$ cat config.mk
export PLATFORM = sky130hd
export DESIGN_NAME = bb3_col_cell
export DESIGN_NICKNAME = d
export VERILOG_FILES = /design/src/hdl/bb3_pkg.sv /design/src/hdl/bb3_col_cell.sv
export SDC_FILE = /design/constraint.sdc
export NUM_CORES = 1
export LEC_CHECK = 0
export ABC_AREA = 1
export ABC_CLOCK_PERIOD_IN_PS = 800
export BUFFER_PORTS_ARGS = -buffer_cell sky130_fd_sc_hd__buf_2
export CAP_MARGIN = 5
export CORE_AREA = 2 2 60 62
export DETAILED_ROUTE_END_ITERATION = 6
export DIE_AREA = 0 0 62 64
export GPL_ROUTABILITY_DRIVEN = 1
export PLACE_DENSITY = 0.73
export RECOVER_POWER = 25
export SLEW_MARGIN = 20
export SYNTH_ARGS = -nofsm -noshare
export SYNTH_HDL_FRONTEND = slang
export SYNTH_SLANG_ARGS = --single-unit
$ cat constraint.sdc
create_clock -name clk -period 0.8 [get_ports clk]
set_input_delay 0.08 -clock clk [delete_from_list [all_inputs] [get_ports clk]]
set_output_delay 0.08 -clock clk [all_outputs]
set_load 0.1 [all_outputs]
$ cat src/hdl/bb3_pkg.sv
// Shared types, constants and the divide-by-nine helper for the 3x3 box blur.
package bb3_pkg;

  // Frame geometry limits
  localparam int MAX_WIDTH  = 2048;
  localparam int MAX_HEIGHT = 2048;
  localparam int MIN_SIZE   = 3;
  localparam int LINE_AW    = $clog2(MAX_WIDTH);

  // Field widths
  localparam int CHAN_W = 8;
  localparam int CNT_W  = 11;
  localparam int SIZE_W = 12;
  localparam int COL_W  = 10;  // three channel values summed
  localparam int WIN_W  = 12;  // nine channel values summed

  // Configuration registers
  localparam int CFG_AW    = 3;
  localparam int REG_IDX_W = 1;
  localparam logic [REG_IDX_W-1:0] REG_FRAME_WIDTH  = 1'd0;
  localparam logic [REG_IDX_W-1:0] REG_FRAME_HEIGHT = 1'd1;
  localparam logic [SIZE_W-1:0] FRAME_WIDTH_RST  = 12'd640;
  localparam logic [SIZE_W-1:0] FRAME_HEIGHT_RST = 12'd480;

  // Result queue
  localparam int FIFO_DEPTH = 8;
  localparam int FIFO_AW    = $clog2(FIFO_DEPTH);
  localparam int FIFO_CW    = FIFO_AW + 1;

  // floor(s / 9) as (s * 7282) >> 16, exact for s below 32768
  localparam int DIV9_MULT_W = 13;
  localparam int DIV9_SHIFT  = 16;
  localparam logic [DIV9_MULT_W-1:0] DIV9_MULT = 13'd7282;

  typedef struct packed {
    logic [CHAN_W-1:0] red;
    logic [CHAN_W-1:0] green;
    logic [CHAN_W-1:0] blue;
  } pixel_t;

  typedef struct packed {
    pixel_t older;
    pixel_t newer;
  } line_word_t;

  typedef struct packed {
    logic [COL_W-1:0] red;
    logic [COL_W-1:0] green;
    logic [COL_W-1:0] blue;
  } col_sum_t;

  typedef struct packed {
    logic [WIN_W-1:0] red;
    logic [WIN_W-1:0] green;
    logic [WIN_W-1:0] blue;
  } win_sum_t;

  typedef struct packed {
    logic [CHAN_W-1:0] mean_red;
    logic [CHAN_W-1:0] mean_green;
    logic [CHAN_W-1:0] mean_blue;
    logic [CNT_W-1:0]  centre_column;
    logic [CNT_W-1:0]  centre_row;
    logic              frame_done;
  } result_t;

  // Window sum divided by nine, rounded down
  function automatic logic [CHAN_W-1:0] div9(input logic [WIN_W-1:0] s);
    logic [WIN_W+DIV9_MULT_W-1:0] prod;
    prod = {{DIV9_MULT_W{1'b0}}, s} * {{WIN_W{1'b0}}, DIV9_MULT};
    return prod[DIV9_SHIFT +: CHAN_W];
  endfunction

endpackage

$ cat src/hdl/bb3_col_cell.sv
// One window cell: holds the per-channel sum of one 3-pixel column and passes it on.
module bb3_col_cell (
  input  logic                clk,
  input  logic                rst_n,
  input  logic                shift_en,
  input  bb3_pkg::col_sum_t   col_in,
  output bb3_pkg::col_sum_t   col_out
);

  bb3_pkg::col_sum_t col_r;
  bb3_pkg::col_sum_t col_nxt;

  always_comb begin
    col_nxt = shift_en ? col_in : col_r;
  end

  always_ff @(posedge clk) begin
    if (!rst_n) begin
      col_r <= '0;
    end else begin
      col_r <= col_nxt;
    end
  end

  assign col_out = col_r;

endmodule

# --- Word level (Yosys, flattened, before mapping) ---
# Cells that the tools add are included.
word_totals:
  reg_bits: 30
  elab_cells: 3

# --- Longest topological paths before layout ---
# Gate-level depths: netlist of run 1.
depth:
  depth_word: 0
  ltp_mapped: 5
  ltp_nobuf: 4

# --- Worst setup path before layout of run 1 ---
# Ideal clock, no wire load.
synth_path:
  kind: "reg-to-reg"
  from: "reg col_out[27] (netlist name)"
  to: "reg col_r, in the netlist col_out[27]"
  setup_time_ps: 63
  arrival_time_ps: 1179
  setup_slack_ps: -443
  path_stages_with_launch: 3
  path_cell_list: "dfxtp_1 > nor2_1 > nor2_2"
synth_lines:
  columns: ["item", "line_no", "text"]
  rows:
  - ["end signal: assignment", "bb3_col_cell.sv:21", "col_r <= col_nxt;"]
  - ["end: declaration", "bb3_col_cell.sv:10", "bb3_pkg::col_sum_t col_r;"]

# --- Worst setup path in the final report of run 1 ---
layout_path:
  from: "reg col_r, in the netlist col_out[21]"
  to: "out col_out[21] (netlist name)"
layout_lines:
  columns: ["item", "line_no", "text"]
  rows:
  - ["end: declaration", "bb3_col_cell.sv:7", "output bb3_pkg::col_sum_t col_out"]
# No word-level cell between the ends.

==> results of run 1 <==
## cell families (layout without fill, tap and decap cells)
| logic type | Yosys count | in the layout | share of synthesized area, % |
|---|---|---|---|
| buf+inv | 40 | 110 | 17.55 |
| simple gates | 120 | 120 | 36.43 |
| flops | 30 | 30 | 46.02 |
## power by group through the flow
stage | clock [mW] | sequential [mW] | combinational (mW)
after global routing | 0.896 | 1.70 | 1.68
after CTS | 0.844 | 1.68 | 1.59
final | 0.786 | 1.68 | 1.59
after detailed placement | 0 | 1.72 | 1.54
after global placement | 0 | 1.72 | 1.53
after floorplan | 0 | 2.42 | 0.289
## through the flow
| stage | hold WS [ns] | setup slack (ns) | std cells | setup TNS (ns) | util, % |
|---|---|---|---|---|---|
| finish | 0.03722 | -0.1336 | 306 | -3.825 | 69.18 |
| global route | 0.03619 | -0.1789 | 306 | -5.039 | 69.18 |
| CTS | 0.01692 | -0.1618 | 305 | -4.558 | 68.57 |
| detailed placement | 0.3706 | -0.01318 | 290 | -0.02493 | 65.37 |
| global placement | 0.3595 | 0.008554 | 290 | 0 | 65.37 |
| floorplan | 0.2585 | 0.03134 | 190 | 0 | - |
## layer usage
metal,routed length (µm),share of wire [%],global-route usage [%],up-vias
met1,1055,39,15.28,528
met3,166,6.1,6.073,7
met4,80,3.0,9.574,0
met5,0,0,0,-
li1,-,-,-,674
met2,1407,52,27.73,38
## worst paths after layout
kind | to | from | slack, ns | cells after the start
worst max-delay path | col_out[21] | col_out[21]$_SDFFE_PN0P_ | -0.13 | 1
worst min-delay path | col_out[12]$_SDFFE_PN0P_ | col_in[12] | 0.04 | 5
worst max register to register | col_out[21]$_SDFFE_PN0P_ | col_out[21]$_SDFFE_PN0P_ | 0.02 | 4
worst min register to register | col_out[23]$_SDFFE_PN0P_ | col_out[23]$_SDFFE_PN0P_ | 0.50 | 2
## cell type report
type | instances | area [µm²]
Multi-Input combinational cell | 120 | 480.5
Sequential cell | 30 | 713.2
Clock buffer | 7 | 45.04
Fill cell | 258 | 1012
Inverter | 30 | 112.6
Tap cell | 46 | 57.56
Timing Repair Buffer | 73 | 863.3
## cells in the mapped netlist, drive strengths merged
master and instances:
nand2 60, nor2 60, dfxtp 30, inv 30, buf 10
## repair_timing
| action | 4_1_cts | 5_1_grt |
|---|---|---|
| setup buffers | 8 | 1 |
| pin swaps | 0 | 1 |
| endpoints found under the setup margin | 30 | 30 |
| cloned | 0 | 0 |
| resized for setup | 0 | 3 |
==> impl_metrics.csv, run 1 <==
group,metric,value,unit
run_status,status,"finished, violations left",
run_status,violations,"setup timing",
finish,diodes,0,
clock_tree,clock-root-buffer,"clkbuf_4",
finish,syn2layout_area_growth,74.11,%
power,finalPower,4.062,mW
power,switching_share,38.55,%
grt,overflow,0,
critical_path,timing.critical_path.buf_inv,1,
sta,rsz0062_at_grt,"yes",
power,seqPwrFrac,41.4,%
power,combPwrFrac,39.2,%
synth,synth.top_cells.by_area,"dfxtp_1 (46%), nand2_1 (17%), nor2_1 (14%)",
sta,max_slew_margin,65.21,%
critical_path,critPathSlowestCell,"dfxtp_4",
synth,syn_area_per_cell,6.868,µm²
floorplanning,start_util,39.73,%
floorplanning,rows,21,
critical_path,cp_max_fo,2,
floorplanning,io_pins,63,
sta,period_minus_slack,0.9336,ns
sta,setup_viol,30,
sta,hold_viol,0,
synth,ys_ff_latch,30,
clock_tree,clockBufferDepth,2,
floorplanning,die_w,62,µm
grt,grt_usage,16.04,%
power,leakagePower,1.182,nW
critical_path,end_kind,"output pin",
clock_tree,clock_sinks,30,
finish,layout_common_cells,"nand2_1 (60), nor2_1 (50), buf_2 (32)",
power,clkPwrFrac,19.4,%
floorplanning,core,3284,µm²
job,cap_violations,0,
place,gp_congestion,0.6705,
finish,nets,293,
synth,syn_area,1305,µm²
synth,syn-instance-count,190,
clock_tree,cts-hold-fix-buffers,0,
synth,ys_warn_count,0,
sta,tightestPinTransition,0.5219,ns
route,dr.pass1.iters,4,
route,drt-total-wl,2.709,mm
route,ant_nets,0,
synth,syn_nets,223,
floorplanning,die_h,64,µm
critical_path,cp_cell_sequence,"buf_12",
sta,layout_setup_ws,-0.1336,ns
critical_path,path_delay_family,"flip-flops",
finish,final_cell_area,2272,µm²
power,ir_drop,0.001037,V
sta,finalCritPeriodShare,116.7,%
finish,layout_commonest_cell,"nand2_1",
power,power.internal,2.496,mW
route,drt-initial-drc-count,41,
clock_tree,cts_tree,"done",
critical_path,arrival,0.85,ns
route,vias,1247,
sta,fin_skew,0,ns
synth,synth_top_area_share,46.02,%
critical_path,crit_type,"reg2out",
finish,largest_register_ffs,30,
worst_hold_path,holdCritPathClass,"in2reg",
grt,grt_pass1_wl,4.671,mm
power,power_density,1788,nW/µm²
place,place_area,2147,µm²
finish,drive_gt1_share,45.38,%
place,port-buffer-count,62,
route,post_drt_via_cell_ratio,4.075,
grt,grt_max_degree,43,
clock_tree,cts_made_buffers,5,
sta,fmax,1071,MHz
clock_tree,clk_latency,0.31,ns
synth,yosysSeqAreaShare,46.02,%
synth,ys_types,8,
route,drc,0,
route,route.detailed.wl_per_inst,8.853,µm
grt,grt_pass1_vias,1191,
place,dp.final_hpwl,1.901,mm
sta,slew_viol_final,0,
critical_path,required,0.72,ns
floorplanning,design.die.area,3968,µm²
grt,antenna_found_initial,0,
clock_tree,htree_num_levels,2,
power,p_sw,1.566,mW
clock_tree,path_clk_slew,0.08,ns
critical_path,slowest_delay,0.37,ns
synth,yosys.area.top_type,"dfxtp_1",
critical_path,cp-start-kind,"flip-flop",
(Power assumes the default switching activity.)
==> inputs of run 2 (changes only) <==
--- a/config.mk
+++ b/config.mk
@@ -15,6 +15,7 @@
 export GPL_ROUTABILITY_DRIVEN = 1
 export PLACE_DENSITY = 0.73
 export RECOVER_POWER = 25
+export REMOVE_ABC_BUFFERS = 1
 export SLEW_MARGIN = 20
 export SYNTH_ARGS = -nofsm -noshare
 export SYNTH_HDL_FRONTEND = slang
==> impl_metrics.csv, run 2 (synthesized netlist as in run 1, its figures left out) <==
group,metric,value,unit
run_status,status,"finished, violations left",
run_status,violations,"setup timing",
route,vias,1237,
route,route.detailed.wl_per_inst,9.026,µm
sta,finalCritPeriodShare,117.1,%
place,post-place-ws,-0.002633,ns
finish,layout_common_cells,"nand2_1 (60), nor2_1 (50), buf_2 (32), buf_12 (32), inv_1 (30)",
job,cap_violations,0,
critical_path,r2r_cells,3,
finish,drive_gt1_share,45.95,%
grt,grt_pass1_wl,4.533,mm
worst_hold_path,hold_end,"col_out[19]$_SDFFE_PN0P_",
floorplanning,die_h,64,µm
floorplanning,design.die.area,3968,µm²
grt,overflow,0,
grt,antenna_found_initial,0,
floorplanning,die_w,62,µm
critical_path,critPathSlowestCell,"dfxtp_2",
finish,diodes,0,
route,drt-initial-drc-count,40,
critical_path,cp_max_fo,2,
route,dr.pass1.iters,4,
finish,nets,293,
place,place_inst,291,
power,switching_share,37.80,%
floorplanning,io_pins,63,
worst_hold_path,holdCritPathClass,"in2reg",
clock_tree,cts_made_buffers,5,
power,power_density,1895,nW/µm²
grt,gr-max-usage-layer,"met2",
sta,fin_skew,0,ns
power,p_sw,1.582,mW
power,ir_drop,0.001009,V
critical_path,arrival,0.86,ns
critical_path,r2r-end,"col_out[25]$_SDFFE_PN0P_",
worst_hold_path,holdPathStages,5,
sta,hold_viol,0,
clock_tree,cts-hold-fix-buffers,0,
sta,fin_tns_setup,-3.869,ns
sta,max_slew_margin,65.13,%
critical_path,required,0.72,ns
worst_hold_path,hp-start,"col_in[19]",
route,ant_nets,0,
critical_path,slowest_delay,0.37,ns
critical_path,cp_cell_sequence,"buf_12",
clock_tree,clock_sinks,30,
clock_tree,cts_tree,"done",
route,drc,0,
finish,syn2layout_area_growth,69.22,%
grt,grt_max_degree,31,
route,post_drt_via_cell_ratio,4.056,
clock_tree,path_clk_slew,0.09,ns
power,clkPwrFrac,20.7,%
critical_path,cp_num_cells,1,
critical_path,path_delay_family,"flip-flops",
sta,slew_viol_final,0,
floorplanning,rows,21,
grt,use_met1,15.64,%
sta,fmax,1067,MHz
sta,setup_viol,30,
grt,gr-usage-met3,5.061,%
power,power.internal,2.604,mW
power,leakagePower,1.180,nW
sta,period_minus_slack,0.9372,ns
critical_path,end_kind,"output pin",
sta,layout_setup_ws,-0.1372,ns
floorplanning,core,3284,µm²
sta,tightestPinTransition,0.5230,ns
floorplanning,start_util,39.73,%
finish,finalNonFillerCells,305,
critical_path,crit_type,"reg2out",
critical_path,timing.critical_path.buf_inv,1,
clock_tree,clock-root-buffer,"clkbuf_4",
finish,largest_register_ffs,30,
grt,grt_usage,15.20,%
route,drt-total-wl,2.753,mm
critical_path,cp-start-kind,"flip-flop",
clock_tree,htree_num_levels,2,
critical_path,regToRegStartpoint,"col_out[25]$_SDFFE_PN0P_",
sta,rsz0062_at_grt,"yes",
clock_tree,clockBufferDepth,2,
clock_tree,clk_latency,0.31,ns
finish,layout_commonest_cell,"nand2_1",
power,combPwrFrac,38.0,%
place,gp_congestion,0.6914,
grt,use_met2,26.82,%
place,dp.final_hpwl,1.949,mm
critical_path,timing.reg2reg.setup_slack,0.11,ns
place,port-buffer-count,62,
power,seqPwrFrac,41.3,%
grt,grt_pass1_vias,1167,
[run 2: final cells by class]
class / count / area, µm²
Fill cell: 268 / 1076
Timing Repair Buffer: 73 / 868.3
Sequential cell: 30 / 643.1
Multi-Input combinational cell: 120 / 475.5
Inverter: 30 / 112.6
Tap cell: 46 / 57.56
Clock buffer: 6 / 51.30
[run 2: worst max path at each step]
stage	from	to	slack [ns]
after global placement	rst_n	col_out[27]$_SDFFE_PN0P_	0.02
after CTS	col_out[18]$_SDFFE_PN0P_	col_out[18]	-0.16
after global routing	col_out[12]$_SDFFE_PN0P_	col_out[12]	-0.19
after floorplan	col_out[27]$_SDFFE_PN0P_	col_out[27]$_SDFFE_PN0P_	-0.44
after detailed placement	rst_n	col_out[27]$_SDFFE_PN0P_	-0.003
final	col_out[12]$_SDFFE_PN0P_	col_out[12]	-0.14
[run 2: power groups by stage]
stage | registers (mW) | logic (mW) | clock network (mW)
5_1_grt | 1.74 | 1.68 | 0.993
4_1_cts | 1.73 | 1.60 | 0.905
3_5_place_dp | 1.75 | 1.55 | 0
6_report | 1.73 | 1.59 | 0.866
2_1_floorplan | 2.44 | 0.189 | 0
3_3_place_gp | 1.74 | 1.54 | 0
[run 2: timing repair]
action                     4_1_cts  5_1_grt
buffers inserted                 8        0
gates resized for setup         30        2
pin swaps                        0        0
setup endpoints to repair       30       30
[run 2: stage by stage]
stage               area (µm²)  power, mW  util, %  hold slack (ns)
global placement          2054      3.278    62.55           0.3621
global route              2208      4.409    67.24          0.01880
finish                    2208      4.186    67.24          0.04199
floorplan                 1189      2.626        -           0.2004
detailed placement        2054      3.299    62.55           0.3697
CTS                       2203      4.236    67.09          0.02474
[run 2: layer usage]
layer | up-vias | wire [µm] | share of wire, %
met4 | 0 | 37 | 1.3
met5 | - | 0 | 0
met3 | 7 | 169 | 6.1
met2 | 40 | 1420 | 52
met1 | 521 | 1126 | 41
li1 | 669 | - | -
