<file path="config.mk">
export PLATFORM = sky130hd
export DESIGN_NAME = bb3_out_fifo
export DESIGN_NICKNAME = d
export VERILOG_FILES = /design/src/hdl/bb3_pkg.sv /design/src/hdl/bb3_out_fifo.sv
export SDC_FILE = /design/constraint.sdc
export NUM_CORES = 1
export LEC_CHECK = 0
export BUFFER_PORTS_ARGS = -buffer_cell sky130_fd_sc_hd__buf_2
export CAP_MARGIN = 20
export CORE_MARGIN = 4
export CORE_UTILIZATION = 54
export DETAILED_ROUTE_END_ITERATION = 12
export GPL_ROUTABILITY_DRIVEN = 0
export PLACE_DENSITY_LB_ADDON = 0.2
export REMOVE_ABC_BUFFERS = 1
export SLEW_MARGIN = 10
export SYNTH_ARGS = -nofsm -noshare
export SYNTH_HDL_FRONTEND = slang
export SYNTH_SLANG_ARGS = --single-unit
</file>
<file path="constraint.sdc">
create_clock -name clk -period 6.2 [get_ports clk]
set_clock_uncertainty 0.2 [all_clocks]
set_input_delay 0.62 -clock clk [delete_from_list [all_inputs] [get_ports clk]]
set_output_delay 0.62 -clock clk [all_outputs]
set_load 0.02 [all_outputs]
</file>
<file path="src/hdl/bb3_pkg.sv">
// Shared types, constants and the divide-by-nine helper for the 3x3 box blur.
package bb3_pkg;

  // Frame geometry limits
  localparam int MAX_WIDTH  = 2048;
  localparam int MAX_HEIGHT = 2048;
  localparam int MIN_SIZE   = 3;
  localparam int LINE_AW    = $clog2(MAX_WIDTH);

  // Field widths
  localparam int CHAN_W = 8;
  localparam int CNT_W  = 11;
  localparam int SIZE_W = 12;
  localparam int COL_W  = 10;  // three channel values summed
  localparam int WIN_W  = 12;  // nine channel values summed

  // Configuration registers
  localparam int CFG_AW    = 3;
  localparam int REG_IDX_W = 1;
  localparam logic [REG_IDX_W-1:0] REG_FRAME_WIDTH  = 1'd0;
  localparam logic [REG_IDX_W-1:0] REG_FRAME_HEIGHT = 1'd1;
  localparam logic [SIZE_W-1:0] FRAME_WIDTH_RST  = 12'd640;
  localparam logic [SIZE_W-1:0] FRAME_HEIGHT_RST = 12'd480;

  // Result queue
  localparam int FIFO_DEPTH = 8;
  localparam int FIFO_AW    = $clog2(FIFO_DEPTH);
  localparam int FIFO_CW    = FIFO_AW + 1;

  // floor(s / 9) as (s * 7282) >> 16, exact for s below 32768
  localparam int DIV9_MULT_W = 13;
  localparam int DIV9_SHIFT  = 16;
  localparam logic [DIV9_MULT_W-1:0] DIV9_MULT = 13'd7282;

  typedef struct packed {
    logic [CHAN_W-1:0] red;
    logic [CHAN_W-1:0] green;
    logic [CHAN_W-1:0] blue;
  } pixel_t;

  typedef struct packed {
    pixel_t older;
    pixel_t newer;
  } line_word_t;

  typedef struct packed {
    logic [COL_W-1:0] red;
    logic [COL_W-1:0] green;
    logic [COL_W-1:0] blue;
  } col_sum_t;

  typedef struct packed {
    logic [WIN_W-1:0] red;
    logic [WIN_W-1:0] green;
    logic [WIN_W-1:0] blue;
  } win_sum_t;

  typedef struct packed {
    logic [CHAN_W-1:0] mean_red;
    logic [CHAN_W-1:0] mean_green;
    logic [CHAN_W-1:0] mean_blue;
    logic [CNT_W-1:0]  centre_column;
    logic [CNT_W-1:0]  centre_row;
    logic              frame_done;
  } result_t;

  // Window sum divided by nine, rounded down
  function automatic logic [CHAN_W-1:0] div9(input logic [WIN_W-1:0] s);
    logic [WIN_W+DIV9_MULT_W-1:0] prod;
    prod = {{DIV9_MULT_W{1'b0}}, s} * {{WIN_W{1'b0}}, DIV9_MULT};
    return prod[DIV9_SHIFT +: CHAN_W];
  endfunction

endpackage

</file>
<file path="src/hdl/bb3_out_fifo.sv">
// Result queue between the filter pipeline and the output channel.
module bb3_out_fifo (
  input  logic                        clk,
  input  logic                        rst_n,
  input  logic                        push,
  input  bb3_pkg::result_t            push_data,
  input  logic                        pop,
  output logic                        not_empty,
  output bb3_pkg::result_t            head,
  output logic [bb3_pkg::FIFO_CW-1:0] count
);

  bb3_pkg::result_t                  entry_r [bb3_pkg::FIFO_DEPTH];
  logic [bb3_pkg::FIFO_AW-1:0]       wr_ptr_r, wr_ptr_nxt;
  logic [bb3_pkg::FIFO_AW-1:0]       rd_ptr_r, rd_ptr_nxt;
  logic [bb3_pkg::FIFO_CW-1:0]       count_r, count_nxt;

  // pointer and fill bookkeeping
  always_comb begin
    wr_ptr_nxt = push ? wr_ptr_r + 1'b1 : wr_ptr_r;
    rd_ptr_nxt = pop ? rd_ptr_r + 1'b1 : rd_ptr_r;
    count_nxt  = count_r;
    if (push && !pop) begin
      count_nxt = count_r + 1'b1;
    end else if (pop && !push) begin
      count_nxt = count_r - 1'b1;
    end
  end

  always_ff @(posedge clk) begin
    if (!rst_n) begin
      wr_ptr_r <= '0;
      rd_ptr_r <= '0;
      count_r  <= '0;
    end else begin
      wr_ptr_r <= wr_ptr_nxt;
      rd_ptr_r <= rd_ptr_nxt;
      count_r  <= count_nxt;
    end
  end

  // storage
  always_ff @(posedge clk) begin
    if (push) begin
      entry_r[wr_ptr_r] <= push_data;
    end
  end

  assign not_empty = (count_r != '0);
  assign head      = entry_r[rd_ptr_r];
  assign count     = count_r;

endmodule

</file>
* Word level (Yosys, flattened, before mapping)
Memory sizes are Yosys's and may differ from the RTL's. A register that Yosys moved wholly into a read port is not among the register bits.
Index checks and enable logic that the tools add are counted.
** Storage, ports and cells
- Output and inout port bits :: 52
- Logic and storage cells :: 20
- Bits in writable memories :: 376
- Bits of input ports :: 51
- Memories kept :: 1
- Flip-flop bits (word level) :: 10
** Memories
- entry_r :: words 8, bits a word 47, read ports 1, clocked after Yosys merged registers in 1, write ports 1, RTL line bb3_out_fifo.sv:13 : bb3_pkg::result_t entry_r [bb3_pkg::FIFO_DEPTH];
** Cells by class
- Reduce and logical (&&, ||, !) cells :: 6
- Add/sub/neg operators :: 4
- Multiplexer cells :: 6
** Operators with widths (count)
- 4-bit 2-to-1 mux :: 2
- 3-bit by 1-bit adder with 3-bit output, second input constant :: 2
- 3-bit 2-to-1 mux :: 2
- 4-bit by 1-bit adder with 4-bit output, second input constant :: 1
- 4-bit nonzero test :: 1
- 4-bit by 1-bit subtractor with 4-bit output, second input constant :: 1
- 1-bit logical AND :: 2
- 1-bit logical NOT :: 2
- 1-bit 2-to-1 mux :: 2
- 2-bit nonzero test :: 1

* Depth between registers and ports, before layout
Gate-level depths: netlist of the first run.
- Word-level depth :: 4
- Mapped depth :: 8
- Mapped depth without buffers :: 8

* Least setup slack after synthesis of the first run
No wires, ideal clock.
- Kind :: input port to flip-flop
- Start :: input push
- End :: memory entry_r[0][0] (netlist name) (enable)
- Stages on the path :: 2
- Arrival :: 3.926 ns
- Buffers on the path :: 0
- Slack :: 1.564 ns
- Setup time :: 0.510 ns
- Data required time :: 5.490 ns
- Cells stage by stage :: nand2b_1 > nor3_1
** Between the ends
- Word-level cells in the longest chain between the ends :: 2
** Ends and longest elaborated chain
- start: declaration :: RTL line bb3_out_fifo.sv:5 : input logic push,
- 1-bit 2-to-1 mux :: RTL line bb3_out_fifo.sv:44 : if (push) begin
- 1-bit 2-to-1 mux (implied by the code) :: RTL line bb3_out_fifo.sv:45 : entry_r[wr_ptr_r] <= push_data;
- end: declaration :: RTL line bb3_out_fifo.sv:13
Every way passes these cells.

==> results.md, run 1 <==
* Sw Share at 22.0%
* RSZ-0062 raised after global routing: false
* CP arrival at 3.01 ns
* First-pass GRT wire length at 42.7 mm
* Root Buffer: clkbuf_16
* Max cap viols at 0
* Pwr Density at 332 nW/um2
* Vias at 6492
* Total track usage at 18.6%
* Finished Core Util at 62.9%
* # rows at 60
* Drt initial violations at 460
* Die area at 30000 um2
* Synth Area per Inst at 24.1 um2
* Core area at 26900 um2
* Worst-path clk slew at 0.06 ns
* CTS max path bufs at 3
* CP startpoint kind: flip-flop
* Worst Max-Slew Pin Slew at 0.863 ns
* Antenna violations before repair at 3
* Setup TNS at 0 ns
* Largest stage delay on the critical path at 0.73 ns
* Post-synthesis cell count at 611
* Largest net degree at the start of global routing at 58
* Placed insts at 1044
* Primary FF master, synth: edfxtp_1
* Seq pwr share at 53.5%
* CP Depth at 4
* Fin cells at 1114
* CTS tree: done
* Final setup viols at 0
* Outcome: finished clean
* Switching pwr at 1.23 mW
* Initial Util at 54.8%
* Max Slew Vio Count at 0
* Cell Chain, Critical Path: buf_4, mux4_2, mux2_2, buf_2
* Mapped Area at 14700 um2
* CP endpoint kind: output port
* Setup ws final at 2.37 ns
* Clock share of power at 37.5%
* Kind of critical path: reg2out
* H-tree levels at 2
* Largest delay share family, worst path: multiplexers
* WL/cell at 24.8 um
* TritonRoute pass-1 iters at 5
* Clk sinks at 389
* Hold_buf cts at 0
* Hold WC Path Type: in2reg
* P&R area growth vs syn at 14.8%
* Min Tclk post-route at 3.83 ns
* DP Area at 15800 um2
* Synth area leaders: edfxtp_1 77%, mux4_2 14%, mux2_2 3.6%
* Worst relative slew slack at 42.5%
* Worst path buffer plus inverter count at 2
* CP max stage cell: dfxtp_4
* CP max FO at 36
* Commonest cells in the netlist: 376 x edfxtp_1, 94 x mux4_2, 47 x mux2_2, 13 x dfxtp_1, 10 x buf_2
* Asr flop ratio synth at 0%
* Antenna Cells at 0
* Drt drc at 0
* Max Clk Rate at 0.261 GHz
* Die X at 173 um
* Resized Gates After CTS at 0
* Top Ports at 103
* Antenna viol nets, final at 0
* Hpwl dp at 15.5 mm
* Dpl ws at 2.80 ns
* Synth unique cells at 26
* Dominant cell type by area after synthesis: edfxtp_1
* Layout cells sized above 1 at 41.4%
* Vias per cell at 5.83
* Most numerous cell in the Yosys netlist: edfxtp_1
* Syn. warnings at 0
* Period utilisation layout at 61.8%
* Postcts setup bufs at 0
* Design area at 16900 um2
* Vias in the first global route at 7143
* Post-Route WL at 27.6 mm
* Synth top area share at 76.6%
* Clk_lat worst skew at 0.51 ns
* Synthesis-stage register bit count at 389
* Comb power frac at 9.0%
* Leakage at 5.45 nW
* Post-synth EDFFs at 376
* Global route total overflow at 0
* Hold path cells at 1
* Reg2Reg Depth at 3
* Number of buffers inserted by port buffering at 102
* Final Hold Fails at 0
* Critical Path RT at 5.38 ns
* VDD IR max at 0.298 mV
* Post-synthesis sequential area ratio at 78.4%
* P_int at 4.38 mW
* Die H at 173 um
* Total CTS buffers at 39
* Final #Nets at 801
[final cells by class]
type,instances,area (um2)
clock buffers,52,1050
flip-flops and latches,389,11600
multi-input cells,192,3060
fillers,1813,9960
inverters,2,7.51
well taps,341,427
clock inverters,18,96.3
repair buffers,120,718
[power by group through the flow]
stage | clock, mW | combinational [mW] | sequential [mW]
floorplan | 0 | 0.333 | 3.08
global placement | 0 | 0.499 | 3.05
detailed placement | 0 | 0.515 | 3.06
CTS | 2.15 | 0.517 | 3.01
global route | 2.27 | 0.545 | 3.01
finish | 2.10 | 0.506 | 3.00
[placed cells by master, fill, tap and decap left out, types with 6 or more instances in the layout]
cell type / netlist / final
buf_4: 0 / 14
mux4_2: 94 / 94
edfxtp_1: 376 / 376
buf_2: 10 / 102
mux2_2: 47 / 47
clkbuf_16: 0 / 40
clkinv_1: 0 / 10
nand2_1: 6 / 6
dfxtp_1: 13 / 10
nor2_4: 0 / 6
clkbuf_1: 7 / 12
and2_1: 7 / 7
[per-stage QoR]
stage,hold slack (ns),total power [mW]
2_1_floorplan,0.312,3.42
3_3_place_gp,0.271,3.55
3_5_place_dp,0.285,3.58
4_1_cts,0.149,5.67
5_1_grt,0.154,5.82
6_report,0.169,5.61
[sequential cells by signal, indices dropped and copies added, names as in the netlist, named ones only]
signal and cells:
count 4, wr_ptr_r 3, entry_r 376, rd_ptr_r 3
[path summary, 6_finish.rpt]
path | start | endpoint | slack (ns)
max reg2reg | wr_ptr_r[0]$_SDFFE_PN0P_ | entry_r[5][21]$_DFFE_PP_ | 3.74
min | push_data[17] | entry_r[7][17]$_DFFE_PP_ | 0.17
min reg2reg | count[3]$_SDFFE_PN0P_ | count[3]$_SDFFE_PN0P_ | 0.29
max | flip-flop | head[46] | 2.37
[logic make-up (layout without fill, tap and decap cells)]
kind of cell / Yosys count / count (layout) / synth area share (%)
buf+inv: 30 / 192 / 1.21
compound gates: 4 / 4 / 0.161
flops: 389 / 389 / 78.4
mux: 145 / 145 / 18.2
xor+xnor: 6 / 6 / 0.357
fa+ha+maj: 6 / 6 / 0.561
simple gates: 31 / 31 / 1.08
[per-layer routing]
layer / vias to the layer above / part of all wire (%) / GRT usage (%)
met1: 3410 / 41 / 24.8
met2: 182 / 53 / 32.5
met5: - / 0.15 / 0
met4: 6 / 1.4 / 4.36
met3: 38 / 5.2 / 3.52
li1: 2856 / - / -
(Power assumes the default switching activity.)
==> run 2: changes to the inputs <==
==> constraint.sdc (replaced) <==
create_clock -name clk -period 3.6 [get_ports clk]
set_clock_uncertainty 0.2 [all_clocks]
set_input_delay 0.36 -clock clk [delete_from_list [all_inputs] [get_ports clk]]
set_output_delay 0.36 -clock clk [all_outputs]
set_load 0.02 [all_outputs]
==> results.md, run 2 (synthesis results as in run 1) <==
* Outcome: finished clean
* Total track usage at 18.8%
* # rows at 60
* RSZ-0062 raised after global routing: false
* Worst relative slew slack at 50.5%
* Sw Share at 21.2%
* Switching pwr at 2.09 mW
* Number of buffers inserted by port buffering at 102
* Drt drc at 0
* Postcts setup bufs at 0
* Critical Path RT at 3.04 ns
* Clk sinks at 389
* Hold EP: rd_ptr_r[1]$_SDFFE_PN0P_
* Hold path cells at 3
* Commonest non-fill, non-tap cell in the layout: edfxtp_1
* FF-to-FF End: entry_r[5][25]$_DFFE_PP_
* Core area at 26900 um2
* Post-Route WL at 27.5 mm
* Vias at 6663
* R2r startpoint: wr_ptr_r[0]$_SDFFE_PN0P_
* Comb power frac at 9.6%
* Dpl ws at 1.03 ns
* Max Clk Rate at 0.328 GHz
* Vias per cell at 5.75
* Hold_sp: pop
* Antenna viol nets, final at 0
* Layout cells sized above 1 at 39.4%
* Die area at 30000 um2
* Reg2Reg Depth at 3
* Kind of critical path: reg2out
* P&R area growth vs syn at 18.8%
* Final Power at 9.86 mW
* Global route total overflow at 0
* VDD IR max at 0.418 mV
* CP startpoint kind: flip-flop
* DP Area at 15800 um2
* R2r setup slk at 1.45 ns
* Die X at 173 um
* Antenna Cells at 0
* Final #Nets at 850
* Design area at 17500 um2
* Leakage at 5.69 nW
* CP endpoint kind: output port
* Hold WC Path Type: in2reg
* Hpwl dp at 15.3 mm
* Most flop-heavy register: entry_r
* Max reg flops at 376
* Initial Util at 54.8%
* First-pass GRT wire length at 43.3 mm
* Max cap viols at 0
* Total CTS buffers at 39
* CP arrival at 2.49 ns
* Worst Max-Slew Pin Slew at 0.741 ns
* Period utilisation layout at 84.6%
* Seq pwr share at 52.4%
* Most frequent cells in the layout: 376 x edfxtp_1, 102 x buf_2, 94 x mux4_2, 48 x dlygate4sd3_1, 47 x mux2_2
* Largest net degree at the start of global routing at 43
* H-tree levels at 2
* Die H at 173 um
* Largest stage delay on the critical path at 0.64 ns
* TritonRoute pass-1 iters at 4
* Final Hold Fails at 0
* CTS tree: done
* Pwr Density at 563 nW/um2
* CP max FO at 28
* Root Buffer: clkbuf_16
* Antenna violations before repair at 0
* Vias in the first global route at 7396
* CP max stage cell: dfxtp_4
* Min Tclk post-route at 3.05 ns
* P_int at 7.77 mW
* Finished Core Util at 65.1%
* CTS max path bufs at 3
* Clk_lat worst skew at 0.52 ns
* Top Ports at 103
* Drt initial violations at 542
* WL/cell at 23.7 um
* Max Slew Vio Count at 0
* Worst-path clk slew at 0.06 ns
* Clock share of power at 38.0%
* Cell Chain, Critical Path: buf_12, mux4_2, mux2_2, buf_2
* Final setup viols at 0
* Setup ws final at 0.554 ns
[run 2: cell types whose count changed in the layout (fill, tap and decap cells not counted), sizes merged]
| cell | previous run | this run |
|---|---|---|
| buf | 120 | 121 |
| bufinv | 0 | 2 |
| clkbuf | 52 | 53 |
| dlygate4sd3 | 0 | 48 |
| clkinv | 16 | 9 |
[run 2: area by class of cell]
cell class	instances	area, um2
Sequential cell	389	11600
Fill cell	1783	9380
Multi-Input combinational cell	192	3060
Timing Repair Buffer	169	1250
Clock buffer	53	1070
Tap cell	341	427
Clock inverter	13	126
Inverter	2	7.51
[run 2: what timing repair did]
item,4_1_cts,5_1_grt
endpoints found under the hold margin,388,0
hold buffers,48,0
gates resized for setup,0,0
[run 2: worst max path at each step]
stage          cells after the start  endpoint       from
6_report                           4  head[38]  flip-flop
5_1_grt                            4  head[34]  flip-flop
4_1_cts                            4  head[38]  flip-flop
3_5_place_dp                       4  head[38]  flip-flop
3_3_place_gp                       4  head[38]  flip-flop
2_1_floorplan                      2   head[0]  flip-flop
[run 2: power by group through the flow]
stage	logic (mW)	clock network, mW	registers, mW
after floorplan	0.574	0	5.31
after global placement	0.898	0	5.25
after detailed placement	0.917	0	5.26
after CTS	0.966	3.85	5.17
after global routing	1.02	4.06	5.17
final	0.946	3.75	5.16
[run 2: routing by layer]
metal | vias to the layer above | track usage, % | part of all wire [%]
li1 | 2947 | - | -
met1 | 3487 | 25.6 | 40
met2 | 191 | 32.2 | 53
met3 | 38 | 3.17 | 5.9
met4 | 0 | 4.82 | 1.8
met5 | - | 0 | 0
[run 2: metrics by stage]
step                      cells  setup TNS (ns)  hold WS, ns
after floorplan             583         -162.39        0.259
after global placement     1045               0        0.264
after detailed placement   1045               0        0.275
after CTS                  1159               0       0.0335
after global routing       1159               0       0.0554
final                      1159               0       0.0479
[run 2: critical path, delay by kind of cell, from the launching register on]
family / cells / cell delay [ns]
mux: 2 / 0.83
flops: 1 / 0.64
buf+inv: 2 / 0.47
==> run 3: changes to the inputs <==
--- a/config.mk
+++ b/config.mk
@@ -5,6 +5,7 @@
 export SDC_FILE = /design/constraint.sdc
 export NUM_CORES = 1
 export LEC_CHECK = 0
+export ABC_AREA = 1
 export BUFFER_PORTS_ARGS = -buffer_cell sky130_fd_sc_hd__buf_2
 export CAP_MARGIN = 20
 export CORE_MARGIN = 4
==> constraint.sdc (replaced) <==
create_clock -name clk -period 3.2 [get_ports clk]
set_clock_uncertainty 0.2 [all_clocks]
set_input_delay 0.32 -clock clk [delete_from_list [all_inputs] [get_ports clk]]
set_output_delay 0.32 -clock clk [all_outputs]
set_load 0.02 [all_outputs]
==> results.md, run 3 <==
* CP startpoint kind: flip-flop
* Synth Area per Inst at 11.7 um2
* Max Slew Vio Count at 0
* Min Tclk post-route at 3.02 ns
* Most flop-heavy register: entry_r
* Post-synthesis mux area share at 0%
* Hold WC Path Type: reg2reg
* Antenna violations before repair at 2
* Die X at 178 um
* Vias per cell at 5.31
* Core area at 28100 um2
* Largest family of logic cells by synthesized area: simple AND/OR/NAND/NOR gates
* Largest net degree at the start of global routing at 189
* Setup ws final at 0.184 ns
* Post-Synth XOR/XNOR Area at 0.113%
* Period utilisation layout at 94.3%
* Primary FF master, synth: edfxtp_1
* Clk_lat worst skew at 0.52 ns
* # rows at 61
* First-pass GRT wire length at 52.8 mm
* Syn. warnings at 0
* Post-synth EDFFs at 376
* Simple-gate share of the synthesized area at 15.8%
* Compound-Gate Fraction of Synth Area at 6.43%
* Drt initial violations at 764
* Vias in the first global route at 9964
* Asr flop ratio synth at 0%
* Final Hold Fails at 0
* CTS max path bufs at 3
* Clk sinks at 389
* Antenna viol nets, final at 0
* CP max FO at 188
* Fin cells at 1887
* Commonest cells in the netlist: 395 x nor2_1, 376 x edfxtp_1, 251 x nand2_1, 125 x o21ai_1, 69 x o21ai_0
* Pwr Density at 620 nW/um2
* Final setup viols at 0
* CP arrival at 2.50 ns
* Total track usage at 21.3%
* Final Power at 11.3 mW
* Outcome: finished clean
* Global route total overflow at 0
* Number of buffers inserted by port buffering at 102
* Max reg flops at 376
* Adder-Cell Fraction of Synth Area at 0.530%
* Die area at 31600 um2
* CP endpoint kind: output port
* Design area at 18200 um2
* Synth top area share at 72.5%
* Total CTS buffers at 38
* DP Area at 16500 um2
* P&R area growth vs syn at 17.1%
* Most numerous cell in the Yosys netlist: nor2_1
* Finished Core Util at 64.9%
* Dominant cell type by area after synthesis: edfxtp_1
* Layout cells sized above 1 at 12.5%
* Final #Nets at 1537
* Vias at 10011
* WL/cell at 17.6 um
* Max cap viols at 0
* Critical Path RT at 2.68 ns
* Initial Util at 55.4%
* Die H at 178 um
* Synthesis-stage register bit count at 389
* Leakage at 6.79 nW
* Worst Max-Slew Pin Slew at 1.06 ns
* Kind of critical path: reg2out
* Worst-path clk slew at 0.06 ns
* TritonRoute pass-1 iters at 5
* Post-synthesis cell count at 1336
* Top Ports at 103
* Worst relative slew slack at 29.1%
* Synth unique cells at 21
* RSZ-0062 raised after global routing: false
* Root Buffer: clkbuf_16
* H-tree levels at 2
* Drt drc at 0
* Placed insts at 1767
* VDD IR max at 0.430 mV
* Commonest non-fill, non-tap cell in the layout: nor2_1
* Post-synthesis sequential area ratio at 74.2%
* Mapped Area at 15600 um2
* Dpl ws at 0.828 ns
* Post-Route WL at 33.2 mm
* Synth area leaders: edfxtp_1 73%, nor2_1 9.5%, nand2_1 6.1%
* CTS tree: done
* Hpwl dp at 17.2 mm
* Most frequent cells in the layout: 387 x nor2_1, 376 x edfxtp_1, 251 x nand2_1, 125 x o21ai_1, 102 x buf_2
* Max Clk Rate at 0.332 GHz
-- run 3: logic make-up after synthesis --
| group | after synthesis |
|---|---|
| xor+xnor | 2 |
| compound gates | 200 |
| fa+ha+maj | 6 |
| simple gates | 652 |
| flops | 389 |
| buf+inv | 87 |
-- run 3: area by class of cell --
class | count | area (um2)
Clock inverter | 19 | 133
Multi-Input combinational cell | 860 | 3620
Clock buffer | 48 | 1050
Tap cell | 378 | 473
Fill cell | 2151 | 9850
Timing Repair Buffer | 176 | 1330
Sequential cell | 389 | 11600
Antenna cell | 2 | 5.00
Inverter | 15 | 60.1
-- run 3: timing repair --
action	CTS	global route
gates resized for setup	0	0
setup buffers	0	0
hold buffers	51	0
endpoints found under the hold margin	387	0
-- run 3: report_power, final --
group	leakage (nW)	switching [mW]	total [mW]	internal, mW
clock	0.576	1.76	4.24	2.48
combinational	2.68	0.897	1.32	0.425
sequential	3.52	0.0373	5.75	5.71
total	6.79	2.69	11.3	8.61
-- run 3: worst paths after layout --
path                                          startpoint                  endpoint  slack [ns]  depth (start not counted)
worst min-delay path            wr_ptr_r[0]$_SDFFE_PN0P_  wr_ptr_r[0]$_SDFFE_PN0P_        0.31                          2
worst min register to register  wr_ptr_r[0]$_SDFFE_PN0P_  wr_ptr_r[0]$_SDFFE_PN0P_        0.31                          2
worst max-delay path                           flip-flop                  head[11]        0.18                          8
worst max register to register  wr_ptr_r[0]$_SDFFE_PN0P_  entry_r[2][44]$_DFFE_PP_        1.13                          3
-- run 3: worst max-delay path, stage by stage, from the launching register on --
cell and delay, ns:
dfxtp_4 0.37, buf_12 0.47, nor2_1 0.11, nor2_1 0.12, o21ai_0 0.09, nand2_1 0.13
nand2_1 0.07, nand2_1 0.12, buf_2 0.17
-- run 3: through the flow --
stage | hold slack, ns | TNS, ns
global placement | 0.282 | 0
detailed placement | 0.306 | 0
floorplan | 0.219 | -160.69
CTS | 0.315 | 0
global route | 0.347 | 0
finish | 0.311 | 0
-- run 3: metal layers --
metal  share of wire, %  GRT usage (%)
met5                  0              0
met4                1.8           5.77
met3                5.3           2.92
met2                 50           36.2
met1                 43           29.2
